===== src/hdl/acs_pkg.sv =====
// ----------------------------------------------------------------------------
// acs_pkg
// Shared types, constants and the microcode table of the admittance step.
// ----------------------------------------------------------------------------
package acs_pkg;

  localparam int STEP_W    = 4;
  localparam int DIV_STEPS = 32;

  localparam logic [31:0] S32_MAX  = 32'h7fff_ffff;
  localparam logic [31:0] S32_MIN  = 32'h8000_0000;
  localparam logic [16:0] DT_RESET = 17'd66;

  // configuration register indexes
  localparam logic [1:0] CFG_MASS      = 2'd0;
  localparam logic [1:0] CFG_DAMPING   = 2'd1;
  localparam logic [1:0] CFG_STIFFNESS = 2'd2;
  localparam logic [1:0] CFG_TIME_STEP = 2'd3;

  // microprogram step addresses
  localparam logic [STEP_W-1:0] STEP_FETCH  = 4'd0;
  localparam logic [STEP_W-1:0] STEP_ERR    = 4'd1;
  localparam logic [STEP_W-1:0] STEP_SUB_D  = 4'd2;
  localparam logic [STEP_W-1:0] STEP_SUB_K  = 4'd3;
  localparam logic [STEP_W-1:0] STEP_DIV    = 4'd4;
  localparam logic [STEP_W-1:0] STEP_DIVW   = 4'd5;
  localparam logic [STEP_W-1:0] STEP_MUL_A  = 4'd6;
  localparam logic [STEP_W-1:0] STEP_ADD_V  = 4'd7;
  localparam logic [STEP_W-1:0] STEP_SAT_V  = 4'd8;
  localparam logic [STEP_W-1:0] STEP_SUM    = 4'd9;
  localparam logic [STEP_W-1:0] STEP_MUL_S  = 4'd10;
  localparam logic [STEP_W-1:0] STEP_ADD_X  = 4'd11;
  localparam logic [STEP_W-1:0] STEP_COMMIT = 4'd12;
  localparam logic [STEP_W-1:0] STEP_CLEAR  = 4'd13;
  localparam logic [STEP_W-1:0] STEP_LAST   = 4'd13;

  typedef enum logic [2:0] {
    ACC_HOLD,
    ACC_ERR,
    ACC_SUB,
    ACC_ADD,
    ACC_LOAD_V,
    ACC_LOAD_X,
    ACC_VSUM
  } acc_sel_e;

  typedef enum logic [2:0] {
    MUL_NONE,
    MUL_DV,
    MUL_KX,
    MUL_QT,
    MUL_ST
  } mul_sel_e;

  typedef enum logic [1:0] {
    H_NONE,
    H_NO_REQ,
    H_DIV_BUSY,
    H_OUT_FULL
  } hold_e;

  typedef enum logic [1:0] {
    B_NEXT,
    B_CLEAR,
    B_ALWAYS
  } br_e;

  typedef struct packed {
    logic              accept;
    hold_e             hold;
    br_e               br;
    logic [STEP_W-1:0] target;
    acc_sel_e          acc_sel;
    mul_sel_e          mul_sel;
    logic              sh1;
    logic              div_start;
    logic              vn_load;
    logic              commit;
    logic              clear;
  } ctrl_word_t;

  typedef struct packed {
    logic in_valid;
    logic kind;
    logic div_busy;
    logic out_full;
  } seq_status_t;

  localparam ctrl_word_t CW_NOP = '{
    accept:    1'b0,
    hold:      H_NONE,
    br:        B_NEXT,
    target:    STEP_FETCH,
    acc_sel:   ACC_HOLD,
    mul_sel:   MUL_NONE,
    sh1:       1'b0,
    div_start: 1'b0,
    vn_load:   1'b0,
    commit:    1'b0,
    clear:     1'b0
  };

  function automatic logic [31:0] abs32(input logic [31:0] v);
    return v[31] ? (~v + 32'd1) : v;
  endfunction

  // microcode table
  function automatic ctrl_word_t ucode(input logic [STEP_W-1:0] step);
    ctrl_word_t cw;
    cw = CW_NOP;
    case (step)
      STEP_FETCH: begin
        cw.accept = 1'b1;
        cw.hold   = H_NO_REQ;
      end
      STEP_ERR: begin
        cw.acc_sel = ACC_ERR;
        cw.mul_sel = MUL_DV;
        cw.br      = B_CLEAR;
        cw.target  = STEP_CLEAR;
      end
      STEP_SUB_D: begin
        cw.acc_sel = ACC_SUB;
        cw.mul_sel = MUL_KX;
      end
      STEP_SUB_K: begin
        cw.acc_sel = ACC_SUB;
      end
      STEP_DIV: begin
        cw.div_start = 1'b1;
      end
      STEP_DIVW: begin
        cw.hold = H_DIV_BUSY;
      end
      STEP_MUL_A: begin
        cw.mul_sel = MUL_QT;
        cw.acc_sel = ACC_LOAD_V;
      end
      STEP_ADD_V: begin
        cw.acc_sel = ACC_ADD;
      end
      STEP_SAT_V: begin
        cw.vn_load = 1'b1;
      end
      STEP_SUM: begin
        cw.acc_sel = ACC_VSUM;
      end
      STEP_MUL_S: begin
        cw.mul_sel = MUL_ST;
        cw.acc_sel = ACC_LOAD_X;
      end
      STEP_ADD_X: begin
        cw.acc_sel = ACC_ADD;
        cw.sh1     = 1'b1;
      end
      STEP_COMMIT: begin
        cw.commit = 1'b1;
        cw.hold   = H_OUT_FULL;
        cw.br     = B_ALWAYS;
        cw.target = STEP_FETCH;
      end
      STEP_CLEAR: begin
        cw.clear  = 1'b1;
        cw.hold   = H_OUT_FULL;
        cw.br     = B_ALWAYS;
        cw.target = STEP_FETCH;
      end
      default: begin
        cw.br     = B_ALWAYS;
        cw.target = STEP_FETCH;
      end
    endcase
    return cw;
  endfunction

endpackage


===== src/hdl/admittance_control_step.sv =====
// ----------------------------------------------------------------------------
// admittance_control_step
// One-axis admittance controller (mass-spring-damper) in signed fixed point.
// ----------------------------------------------------------------------------
// One request at a time. An update request runs from acceptance through the
// 32-iteration serial divider that forms the acceleration to the result being
// presented; when the numerator is zero or the quotient does not fit 32 bits,
// the divider finishes at once. A clear request runs only the error and clear
// steps. The next request can be accepted in the cycle the result is presented,
// also while that result still waits on the output; its own result is held back
// until that one is taken. Configuration writes are accepted in every cycle and
// must only be issued while the block is idle.
module admittance_control_step #(
  parameter int FRAC_BITS = 16
) (
  input  logic               clk_i,
  input  logic               rst_ni,
  input  logic               in_valid_i,
  output logic               in_ready_o,
  input  logic               kind_i,
  input  logic signed [31:0] force_desired_i,
  input  logic signed [31:0] force_measured_i,
  output logic               out_valid_o,
  input  logic               out_ready_i,
  output logic signed [31:0] position_command_o,
  input  logic               cfg_valid_i,
  output logic               cfg_ready_o,
  input  logic [1:0]         cfg_index_i,
  input  logic [31:0]        cfg_data_i
);

  localparam int          AW         = 65 - FRAC_BITS;
  localparam logic [30:0] MASS_RESET = 31'(1) << FRAC_BITS;

  logic [30:0] mass_q;
  logic [31:0] damping_q;
  logic [31:0] stiffness_q;
  logic [16:0] time_step_q;

  acs_pkg::ctrl_word_t  cw;
  acs_pkg::seq_status_t status;
  logic                 fire;
  logic                 kind_q;
  logic                 out_full;
  logic                 div_busy;
  logic [31:0]          quot;
  logic [AW-1:0]        div_num;
  logic [31:0]          pos_cmd;

  always_ff @(posedge clk_i or negedge rst_ni) begin
    if (!rst_ni) begin
      mass_q      <= MASS_RESET;
      damping_q   <= '0;
      stiffness_q <= '0;
      time_step_q <= acs_pkg::DT_RESET;
    end else if (cfg_valid_i) begin
      case (cfg_index_i)
        acs_pkg::CFG_MASS:      mass_q      <= cfg_data_i[30:0];
        acs_pkg::CFG_DAMPING:   damping_q   <= cfg_data_i;
        acs_pkg::CFG_STIFFNESS: stiffness_q <= cfg_data_i;
        acs_pkg::CFG_TIME_STEP: time_step_q <= cfg_data_i[16:0];
        default: ;
      endcase
    end
  end

  assign cfg_ready_o = 1'b1;

  assign status.in_valid = in_valid_i;
  assign status.kind     = kind_q;
  assign status.div_busy = div_busy;
  assign status.out_full = out_full;

  acs_sequencer u_seq (
    .clk_i    (clk_i),
    .rst_ni   (rst_ni),
    .status_i (status),
    .cw_o     (cw),
    .fire_o   (fire)
  );

  acs_divider #(
    .FRAC_BITS (FRAC_BITS)
  ) u_div (
    .clk_i   (clk_i),
    .rst_ni  (rst_ni),
    .start_i (fire && cw.div_start),
    .num_i   (div_num),
    .den_i   (mass_q),
    .busy_o  (div_busy),
    .quot_o  (quot)
  );

  acs_datapath #(
    .FRAC_BITS (FRAC_BITS)
  ) u_dp (
    .clk_i              (clk_i),
    .rst_ni             (rst_ni),
    .cw_i               (cw),
    .fire_i             (fire),
    .in_valid_i         (in_valid_i),
    .kind_i             (kind_i),
    .force_desired_i    (force_desired_i),
    .force_measured_i   (force_measured_i),
    .damping_i          (damping_q),
    .stiffness_i        (stiffness_q),
    .time_step_i        (time_step_q),
    .quot_i             (quot),
    .div_num_o          (div_num),
    .out_ready_i        (out_ready_i),
    .out_valid_o        (out_valid_o),
    .position_command_o (pos_cmd),
    .kind_o             (kind_q),
    .out_full_o         (out_full)
  );

  assign in_ready_o         = cw.accept;
  assign position_command_o = pos_cmd;

endmodule


===== src/hdl/acs_sequencer.sv =====
// ----------------------------------------------------------------------------
// acs_sequencer
// Step counter over the microcode table with wait and branch conditions.
// ----------------------------------------------------------------------------
module acs_sequencer (
  input  logic                 clk_i,
  input  logic                 rst_ni,
  input  acs_pkg::seq_status_t status_i,
  output acs_pkg::ctrl_word_t  cw_o,
  output logic                 fire_o
);

  logic [acs_pkg::STEP_W-1:0] step_q, step_d;
  acs_pkg::ctrl_word_t cw;
  logic hold;

  always_comb begin
    cw = acs_pkg::ucode(step_q);
    case (cw.hold)
      acs_pkg::H_NONE:     hold = 1'b0;
      acs_pkg::H_NO_REQ:   hold = !status_i.in_valid;
      acs_pkg::H_DIV_BUSY: hold = status_i.div_busy;
      acs_pkg::H_OUT_FULL: hold = status_i.out_full;
      default:             hold = 1'b0;
    endcase
    if (hold) begin
      step_d = step_q;
    end else begin
      case (cw.br)
        acs_pkg::B_NEXT:   step_d = step_q + 1'b1;
        acs_pkg::B_CLEAR:  step_d = status_i.kind ? cw.target : step_q + 1'b1;
        acs_pkg::B_ALWAYS: step_d = cw.target;
        default:           step_d = acs_pkg::STEP_FETCH;
      endcase
    end
  end

  always_ff @(posedge clk_i or negedge rst_ni) begin
    if (!rst_ni) begin
      step_q <= acs_pkg::STEP_FETCH;
    end else begin
      step_q <= step_d;
    end
  end

  assign cw_o   = cw;
  assign fire_o = !hold;

`ifndef SYNTHESIS
  a_step_range: assert property (@(posedge clk_i) disable iff (!rst_ni)
    step_q <= acs_pkg::STEP_LAST)
    else $error("step counter left the program");

  a_div_wait: assert property (@(posedge clk_i) disable iff (!rst_ni)
    status_i.div_busy |-> step_q == acs_pkg::STEP_DIVW)
    else $error("divider busy outside its wait step");

  a_out_stall: assert property (@(posedge clk_i) disable iff (!rst_ni)
    (step_q == acs_pkg::STEP_COMMIT && status_i.out_full) |=>
    step_q == acs_pkg::STEP_COMMIT)
    else $error("commit step left while result still pending");
`endif

endmodule


===== src/hdl/acs_divider.sv =====
// ----------------------------------------------------------------------------
// acs_divider
// Serial restoring divider: (num << FRAC_BITS) / den, toward zero, saturated.
// ----------------------------------------------------------------------------
module acs_divider #(
  parameter int FRAC_BITS = 16
) (
  input  logic                   clk_i,
  input  logic                   rst_ni,
  input  logic                   start_i,
  input  logic [64-FRAC_BITS:0]  num_i,
  input  logic [30:0]            den_i,
  output logic                   busy_o,
  output logic [31:0]            quot_o
);

  localparam int AW    = 65 - FRAC_BITS;
  localparam int MAG_W = AW - 1;
  localparam int CNT_W = $clog2(acs_pkg::DIV_STEPS);

  logic [MAG_W-1:0] mag;
  logic [63:0]      dvd;
  logic             ovf;
  logic             neg_q;
  logic             busy_q;
  logic [CNT_W-1:0] cnt_q;
  logic [30:0]      rem_q;
  logic [31:0]      sh_q;
  logic [31:0]      quot_q;
  logic [31:0]      trial;
  logic             ge;
  logic [31:0]      q_fin;
  logic [31:0]      q_sat;

  assign mag = num_i[AW-1] ? MAG_W'(~num_i + 1'b1) : num_i[MAG_W-1:0];
  assign dvd = {mag, {FRAC_BITS{1'b0}}};
  // quotient does not fit 32 bits
  assign ovf = dvd[63:32] >= {1'b0, den_i};

  assign trial = {rem_q, sh_q[31]};
  assign ge    = trial >= {1'b0, den_i};
  assign q_fin = {sh_q[30:0], ge};

  always_comb begin
    if (neg_q) begin
      q_sat = (q_fin > acs_pkg::S32_MIN) ? acs_pkg::S32_MIN : q_fin;
    end else begin
      q_sat = q_fin[31] ? acs_pkg::S32_MAX : q_fin;
    end
  end

  always_ff @(posedge clk_i or negedge rst_ni) begin
    if (!rst_ni) begin
      busy_q <= 1'b0;
      cnt_q  <= '0;
    end else if (start_i) begin
      busy_q <= (mag != '0) && !ovf;
      cnt_q  <= '0;
    end else if (busy_q) begin
      cnt_q <= cnt_q + 1'b1;
      if (cnt_q == CNT_W'(acs_pkg::DIV_STEPS - 1)) begin
        busy_q <= 1'b0;
      end
    end
  end

  always_ff @(posedge clk_i) begin
    if (start_i) begin
      neg_q <= num_i[AW-1];
      rem_q <= dvd[62:32];
      sh_q  <= dvd[31:0];
      if (mag == '0) begin
        quot_q <= '0;
      end else if (ovf) begin
        quot_q <= num_i[AW-1] ? acs_pkg::S32_MIN : acs_pkg::S32_MAX;
      end
    end else if (busy_q) begin
      rem_q <= ge ? 31'(trial - {1'b0, den_i}) : trial[30:0];
      sh_q  <= q_fin;
      if (cnt_q == CNT_W'(acs_pkg::DIV_STEPS - 1)) begin
        quot_q <= neg_q ? (~q_sat + 32'd1) : q_sat;
      end
    end
  end

  assign busy_o = busy_q;
  assign quot_o = quot_q;

endmodule


===== src/hdl/acs_datapath.sv =====
// ----------------------------------------------------------------------------
// acs_datapath
// Accumulator, shared multiplier, state registers and result register.
// ----------------------------------------------------------------------------
module acs_datapath #(
  parameter int FRAC_BITS = 16
) (
  input  logic                  clk_i,
  input  logic                  rst_ni,
  input  acs_pkg::ctrl_word_t   cw_i,
  input  logic                  fire_i,
  input  logic                  in_valid_i,
  input  logic                  kind_i,
  input  logic [31:0]           force_desired_i,
  input  logic [31:0]           force_measured_i,
  input  logic [31:0]           damping_i,
  input  logic [31:0]           stiffness_i,
  input  logic [16:0]           time_step_i,
  input  logic [31:0]           quot_i,
  output logic [64-FRAC_BITS:0] div_num_o,
  input  logic                  out_ready_i,
  output logic                  out_valid_o,
  output logic [31:0]           position_command_o,
  output logic                  kind_o,
  output logic                  out_full_o
);

  localparam int AW = 65 - FRAC_BITS;

  logic [31:0]   fd_q, fm_q;
  logic          kind_q;
  logic [AW-1:0] acc_q, acc_d;
  logic [64:0]   prod_q;
  logic          pneg_q;
  logic [31:0]   x_q, v_q, vn_q;
  logic [31:0]   pos_q;
  logic          out_valid_q;

  logic [32:0]   mul_a;
  logic [31:0]   mul_b;
  logic          mul_neg;
  logic [AW-1:0] acc_mag;
  logic [64:0]   prod_sh;
  logic [AW-1:0] pterm;
  logic [31:0]   acc_sat;

  function automatic logic [AW-1:0] sx(input logic [31:0] v);
    return {{(AW-32){v[31]}}, v};
  endfunction

  assign acc_mag = acc_q[AW-1] ? (~acc_q + 1'b1) : acc_q;

  // operand select for the shared multiplier
  always_comb begin
    case (cw_i.mul_sel)
      acs_pkg::MUL_DV: begin
        mul_a   = {1'b0, acs_pkg::abs32(damping_i)};
        mul_b   = acs_pkg::abs32(v_q);
        mul_neg = damping_i[31] ^ v_q[31];
      end
      acs_pkg::MUL_KX: begin
        mul_a   = {1'b0, acs_pkg::abs32(stiffness_i)};
        mul_b   = acs_pkg::abs32(x_q);
        mul_neg = stiffness_i[31] ^ x_q[31];
      end
      acs_pkg::MUL_QT: begin
        mul_a   = {1'b0, acs_pkg::abs32(quot_i)};
        mul_b   = 32'(time_step_i);
        mul_neg = quot_i[31];
      end
      acs_pkg::MUL_ST: begin
        mul_a   = acc_mag[32:0];
        mul_b   = 32'(time_step_i);
        mul_neg = acc_q[AW-1];
      end
      default: begin
        mul_a   = '0;
        mul_b   = '0;
        mul_neg = 1'b0;
      end
    endcase
  end

  // product truncated toward zero, the trapezoid term takes one more halving
  assign prod_sh = cw_i.sh1 ? (prod_q >> (FRAC_BITS + 1)) : (prod_q >> FRAC_BITS);
  assign pterm   = pneg_q ? (~{1'b0, prod_sh[AW-2:0]} + 1'b1) : {1'b0, prod_sh[AW-2:0]};

  always_comb begin
    case (cw_i.acc_sel)
      acs_pkg::ACC_HOLD:   acc_d = acc_q;
      acs_pkg::ACC_ERR:    acc_d = sx(fd_q) - sx(fm_q);
      acs_pkg::ACC_SUB:    acc_d = acc_q - pterm;
      acs_pkg::ACC_ADD:    acc_d = acc_q + pterm;
      acs_pkg::ACC_LOAD_V: acc_d = sx(v_q);
      acs_pkg::ACC_LOAD_X: acc_d = sx(x_q);
      acs_pkg::ACC_VSUM:   acc_d = sx(v_q) + sx(vn_q);
      default:             acc_d = acc_q;
    endcase
  end

  // saturate the accumulator to the signed 32-bit range
  always_comb begin
    if ((&acc_q[AW-1:31]) || !(|acc_q[AW-1:31])) begin
      acc_sat = acc_q[31:0];
    end else if (acc_q[AW-1]) begin
      acc_sat = acs_pkg::S32_MIN;
    end else begin
      acc_sat = acs_pkg::S32_MAX;
    end
  end

  always_ff @(posedge clk_i) begin
    if (fire_i && cw_i.accept && in_valid_i) begin
      fd_q   <= force_desired_i;
      fm_q   <= force_measured_i;
      kind_q <= kind_i;
    end
    if (fire_i) begin
      acc_q  <= acc_d;
      prod_q <= 65'(mul_a) * 65'(mul_b);
      pneg_q <= mul_neg;
    end
    if (fire_i && cw_i.vn_load) begin
      vn_q <= acc_sat;
    end
    if (fire_i && cw_i.commit) begin
      pos_q <= acc_sat;
    end else if (fire_i && cw_i.clear) begin
      pos_q <= '0;
    end
  end

  always_ff @(posedge clk_i or negedge rst_ni) begin
    if (!rst_ni) begin
      x_q         <= '0;
      v_q         <= '0;
      out_valid_q <= 1'b0;
    end else begin
      if (fire_i && cw_i.commit) begin
        x_q         <= acc_sat;
        v_q         <= vn_q;
        out_valid_q <= 1'b1;
      end else if (fire_i && cw_i.clear) begin
        x_q         <= '0;
        v_q         <= '0;
        out_valid_q <= 1'b1;
      end else if (out_ready_i) begin
        out_valid_q <= 1'b0;
      end
    end
  end

  assign div_num_o          = acc_q;
  assign out_valid_o        = out_valid_q;
  assign position_command_o = pos_q;
  assign kind_o             = kind_q;
  assign out_full_o         = out_valid_q;

endmodule

===== config.mk =====
export PLATFORM = sky130hd
export DESIGN_NAME = admittance_control_step
export DESIGN_NICKNAME = d
export VERILOG_FILES = /design/src/hdl/acs_pkg.sv /design/src/hdl/admittance_control_step.sv /design/src/hdl/acs_sequencer.sv /design/src/hdl/acs_divider.sv /design/src/hdl/acs_datapath.sv
export SDC_FILE = /design/constraint.sdc
export NUM_CORES = 2
export LEC_CHECK = 0
export ABC_AREA = 1
export BUFFER_PORTS_ARGS = -buffer_cell sky130_fd_sc_hd__clkbuf_2
export CELL_PAD_IN_SITES_DETAIL_PLACEMENT = 1
export CELL_PAD_IN_SITES_GLOBAL_PLACEMENT = 2
export CORE_MARGIN = 8
export CORE_UTILIZATION = 39
export DETAILED_ROUTE_END_ITERATION = 6
export HOLD_SLACK_MARGIN = 0.15
export MAX_ROUTING_LAYER = met4
export PLACE_DENSITY_LB_ADDON = 0.1
export SETUP_SLACK_MARGIN = 0.2
export SLEW_MARGIN = 30
export SYNTH_ARGS = -nofsm -noshare
export SYNTH_HDL_FRONTEND = slang
export SYNTH_SLANG_ARGS = --single-unit

===== constraint.sdc =====
create_clock -name clk_i -period 9.68 [get_ports clk_i]
set_input_delay 0.968 -clock clk_i [delete_from_list [all_inputs] [get_ports clk_i]]
set_output_delay 0.968 -clock clk_i [all_outputs]
set_load 0.02 [all_outputs]

==> impl_metrics.json <==
{
  "status": "completed",
  "worstSetupStartpointType": "flip-flop",
  "fillers": 23000,
  "syn2layout_area_growth_pct": 22.7,
  "fp-row-count": 159,
  "vias": 72500,
  "drv_slew": 0,
  "finalSetupViolCount": 0,
  "routabilityCongestion": 1.02,
  "critPathKind": "reg -> reg",
  "fin_crit_sh_pct": 98.2,
  "ys_seq_area_share_pct": 19.3,
  "cts_buffers": 70,
  "synth_area_leaders": "fa_1, edfxtp_1, nand2_1",
  "syn_avg_cell_area_sq_um": 7.49,
  "grtUsageTotal_pct": 34.1,
  "path_common_cell": "buf_4",
  "r2r_cells": 43,
  "clock_skew_ns": 0.0873,
  "path_clk_slew_ns": 0.06,
  "max_cap_viol_count": 0,
  "finalHoldViolCount": 0,
  "dp.cells": 12900,
  "first_global_vias": 75600,
  "dp_slack_ns": -0.767,
  "first_iter_violations": 5346,
  "cts-root-buf": "clkbuf_16",
  "h-tree-depth": 3,
  "layout-drive-gt1-share_pct": 18.5,
  "synth_edf_count": 308,
  "hp-class": "in -> async",
  "io_pins": 139,
  "async_flop_share_pct": 36.6,
  "firstDrtPassIters": 5,
  "start_util_pct": 39.2,
  "final_common_cell": "nand2_1",
  "nets": 12200,
  "yosys_warnings": 0,
  "routed_wl_microns": 348000,
  "die_area_sq_um": 203000,
  "yosys.area.top_type_share_pct": 25.2,
  "multi_input_area_sq_um": 53500,
  "setup_ws_ns": 0.170,
  "grt_max_degree": 132,
  "final_cell_mix": "nand2_1, inv_1, nor2_1, fa_1, buf_4",
  "grt_pass1_wl_microns": 505000,
  "synth-seq-cells": 511,
  "die_h_microns": 451,
  "drcViolationCount": 0,
  "yosys.area.top_type": "fa_1",
  "wl_per_cell_microns": 26.2,
  "syn_area_sq_um": 73700,
  "critPathArrivalTime_ns": 10.00,
  "synth_cell_types": 72,
  "clockBufferDepth": 3,
  "dp_hpwl_microns": 290000,
  "cts_tree": "done",
  "cts_sinks": 511,
  "r2r_setup_slack_ns": 0.17,
  "overflow": 0,
  "cp_slowest_cell": "fa_1",
  "path_max_fanout": 7,
  "worstSetupEndpointType": "flip-flop",
  "fin_crit_ns": 9.51,
  "slew_headroom_pct": 21.5,
  "grt_setup_unrepaired": "true",
  "io_buffers": 137,
  "final-seq-area_sq_um": 14300,
  "regToRegEndpoint": "u_dp.prod_q[43]",
  "antenna_found_initial": 31,
  "drtAntennaViolNets": 0,
  "clk-insertion-delay-late_ns": 0.76,
  "synth-main-ff-cell": "edfxtp_1",
  "cp.required_ns": 10.17,
  "fp.dieW_microns": 451,
  "timing.rr.start": "u_div.quot_o[3]",
  "fin_util_pct": 48.2,
  "fin_cells": 13300,
  "crit_path_max_incr_delay_ns": 0.62,
  "synth_cells": 9840,
  "core_sq_um": 188000,
  "worstMarginPinSlew_ns": 1.17,
  "max_freq_mhz": 105,
  "viasPerCell": 5.47
}
## stage by stage
| stage | TNS (ns) | cell area (sq um) | hold WS, ns |
|---|---|---|---|
| 6_report | 0 | 90400 | 0.195 |
| 5_1_grt | -0.203 | 90400 | 0.205 |
| 4_1_cts | 0 | 87000 | 0.172 |
| 3_5_place_dp | -9.17 | 83000 | 0.473 |
| 3_3_place_gp | -7.09 | 82900 | 0.467 |
| 2_1_floorplan | 0 | 73800 | 0.424 |
## worst max-delay path by stage
| stage | startpoint | endpoint | slack, ns | cells past startpoint |
|---|---|---|---|---|
| after floorplan | u_div.quot_o[0] | u_dp.prod_q[51] | 0.92 | 43 |
| after global placement | u_dp.v_q[2] | u_dp.prod_q[58] | -0.82 | 43 |
| after detailed placement | u_dp.div_num_o[0] | u_dp.prod_q[58] | -0.77 | 43 |
| after CTS | u_div.quot_o[0] | u_dp.prod_q[50] | 0.12 | 50 |
| after global routing | u_div.quot_o[3] | u_dp.prod_q[43] | -0.09 | 46 |
| final | u_div.quot_o[3] | u_dp.prod_q[43] | 0.17 | 43 |
## sequential cells by signal, indices dropped and copies added (netlist names), 32 cells and up
register and count:
u_div.quot_o 32, u_dp.v_q 32, u_div.sh_q 32, u_dp.fd_q 32
u_dp.x_q 32, u_dp.position_command_o 32, damping_q 32, u_dp.fm_q 32
u_dp.div_num_o 49, u_dp.prod_q 49, stiffness_q 32, u_dp.vn_q 32
## synthesized netlist by cell type (50+ instances only)
cell type,instances
nor3_1,90
ha_1,450
dfrtp_1,184
o22ai_1,83
nor2_1,1101
o21ai_0,636
a21oi_1,450
xnor2_1,57
nand2_1,2082
inv_1,1960
nand3_1,386
xor2_1,135
edfxtp_1,308
nand4_1,108
clkbuf_1,246
fa_1,929
buf_2,50
## layer usage
metal	vias to the layer above	wire, microns	GRT usage [%]	part of all wire [%]
li1	32500	-	-	-
met2	2191	161000	54.2	46
met5	-	0	-	0
met3	622	20300	4.06	5.8
met1	37200	147000	44.5	42
met4	0	18500	13.9	5.3
## logic make-up (layout without fill, tap and decap cells)
family                   count (synthesis)  in the layout  synth area share [%]
AO/OA/AOI/OAI                         1455           1455                  11.0
adder cells (fa/ha/maj)               1379           1379                  32.9
flip-flops                             511            511                  19.3
XOR/XNOR                               194            194                  2.33
other                                    2             20                0.0102
AND/OR/NAND/NOR                       3969           3969                  22.4
buffers and inverters                 2330           3230                  12.1
## worst max-delay path, delay by kind of cell, from the launching register on
kind                     cells  cell delay [ns]
buffers and inverters       15             1.81
XOR/XNOR                     2             0.24
flip-flops                   1             0.41
AND/OR/NAND/NOR             15             1.75
adder cells (fa/ha/maj)      9             4.50
AO/OA/AOI/OAI                2             0.56
## final cells by class
cell class / instances / share of cell area, %
repair buffers: 1102 / 10.3
clock buffers: 85 / 2.07
diodes: 4 / 0.0111
inverters: 1998 / 8.41
well taps: 2495 / 3.45
clock inverters: 45 / 0.848
multi-input cells: 7013 / 59.1
flip-flops and latches: 511 / 15.8
## timing repair
item                       CTS  global route
buffers inserted            48           124
setup endpoints to repair   44            44
cloned                       1             3
hold buffers                 0             0
pin swaps                   92           324
resized for setup          260           671
Power is not shown: default switching activity piles up to over one toggle a cycle in this logic, so the estimate is an artifact.
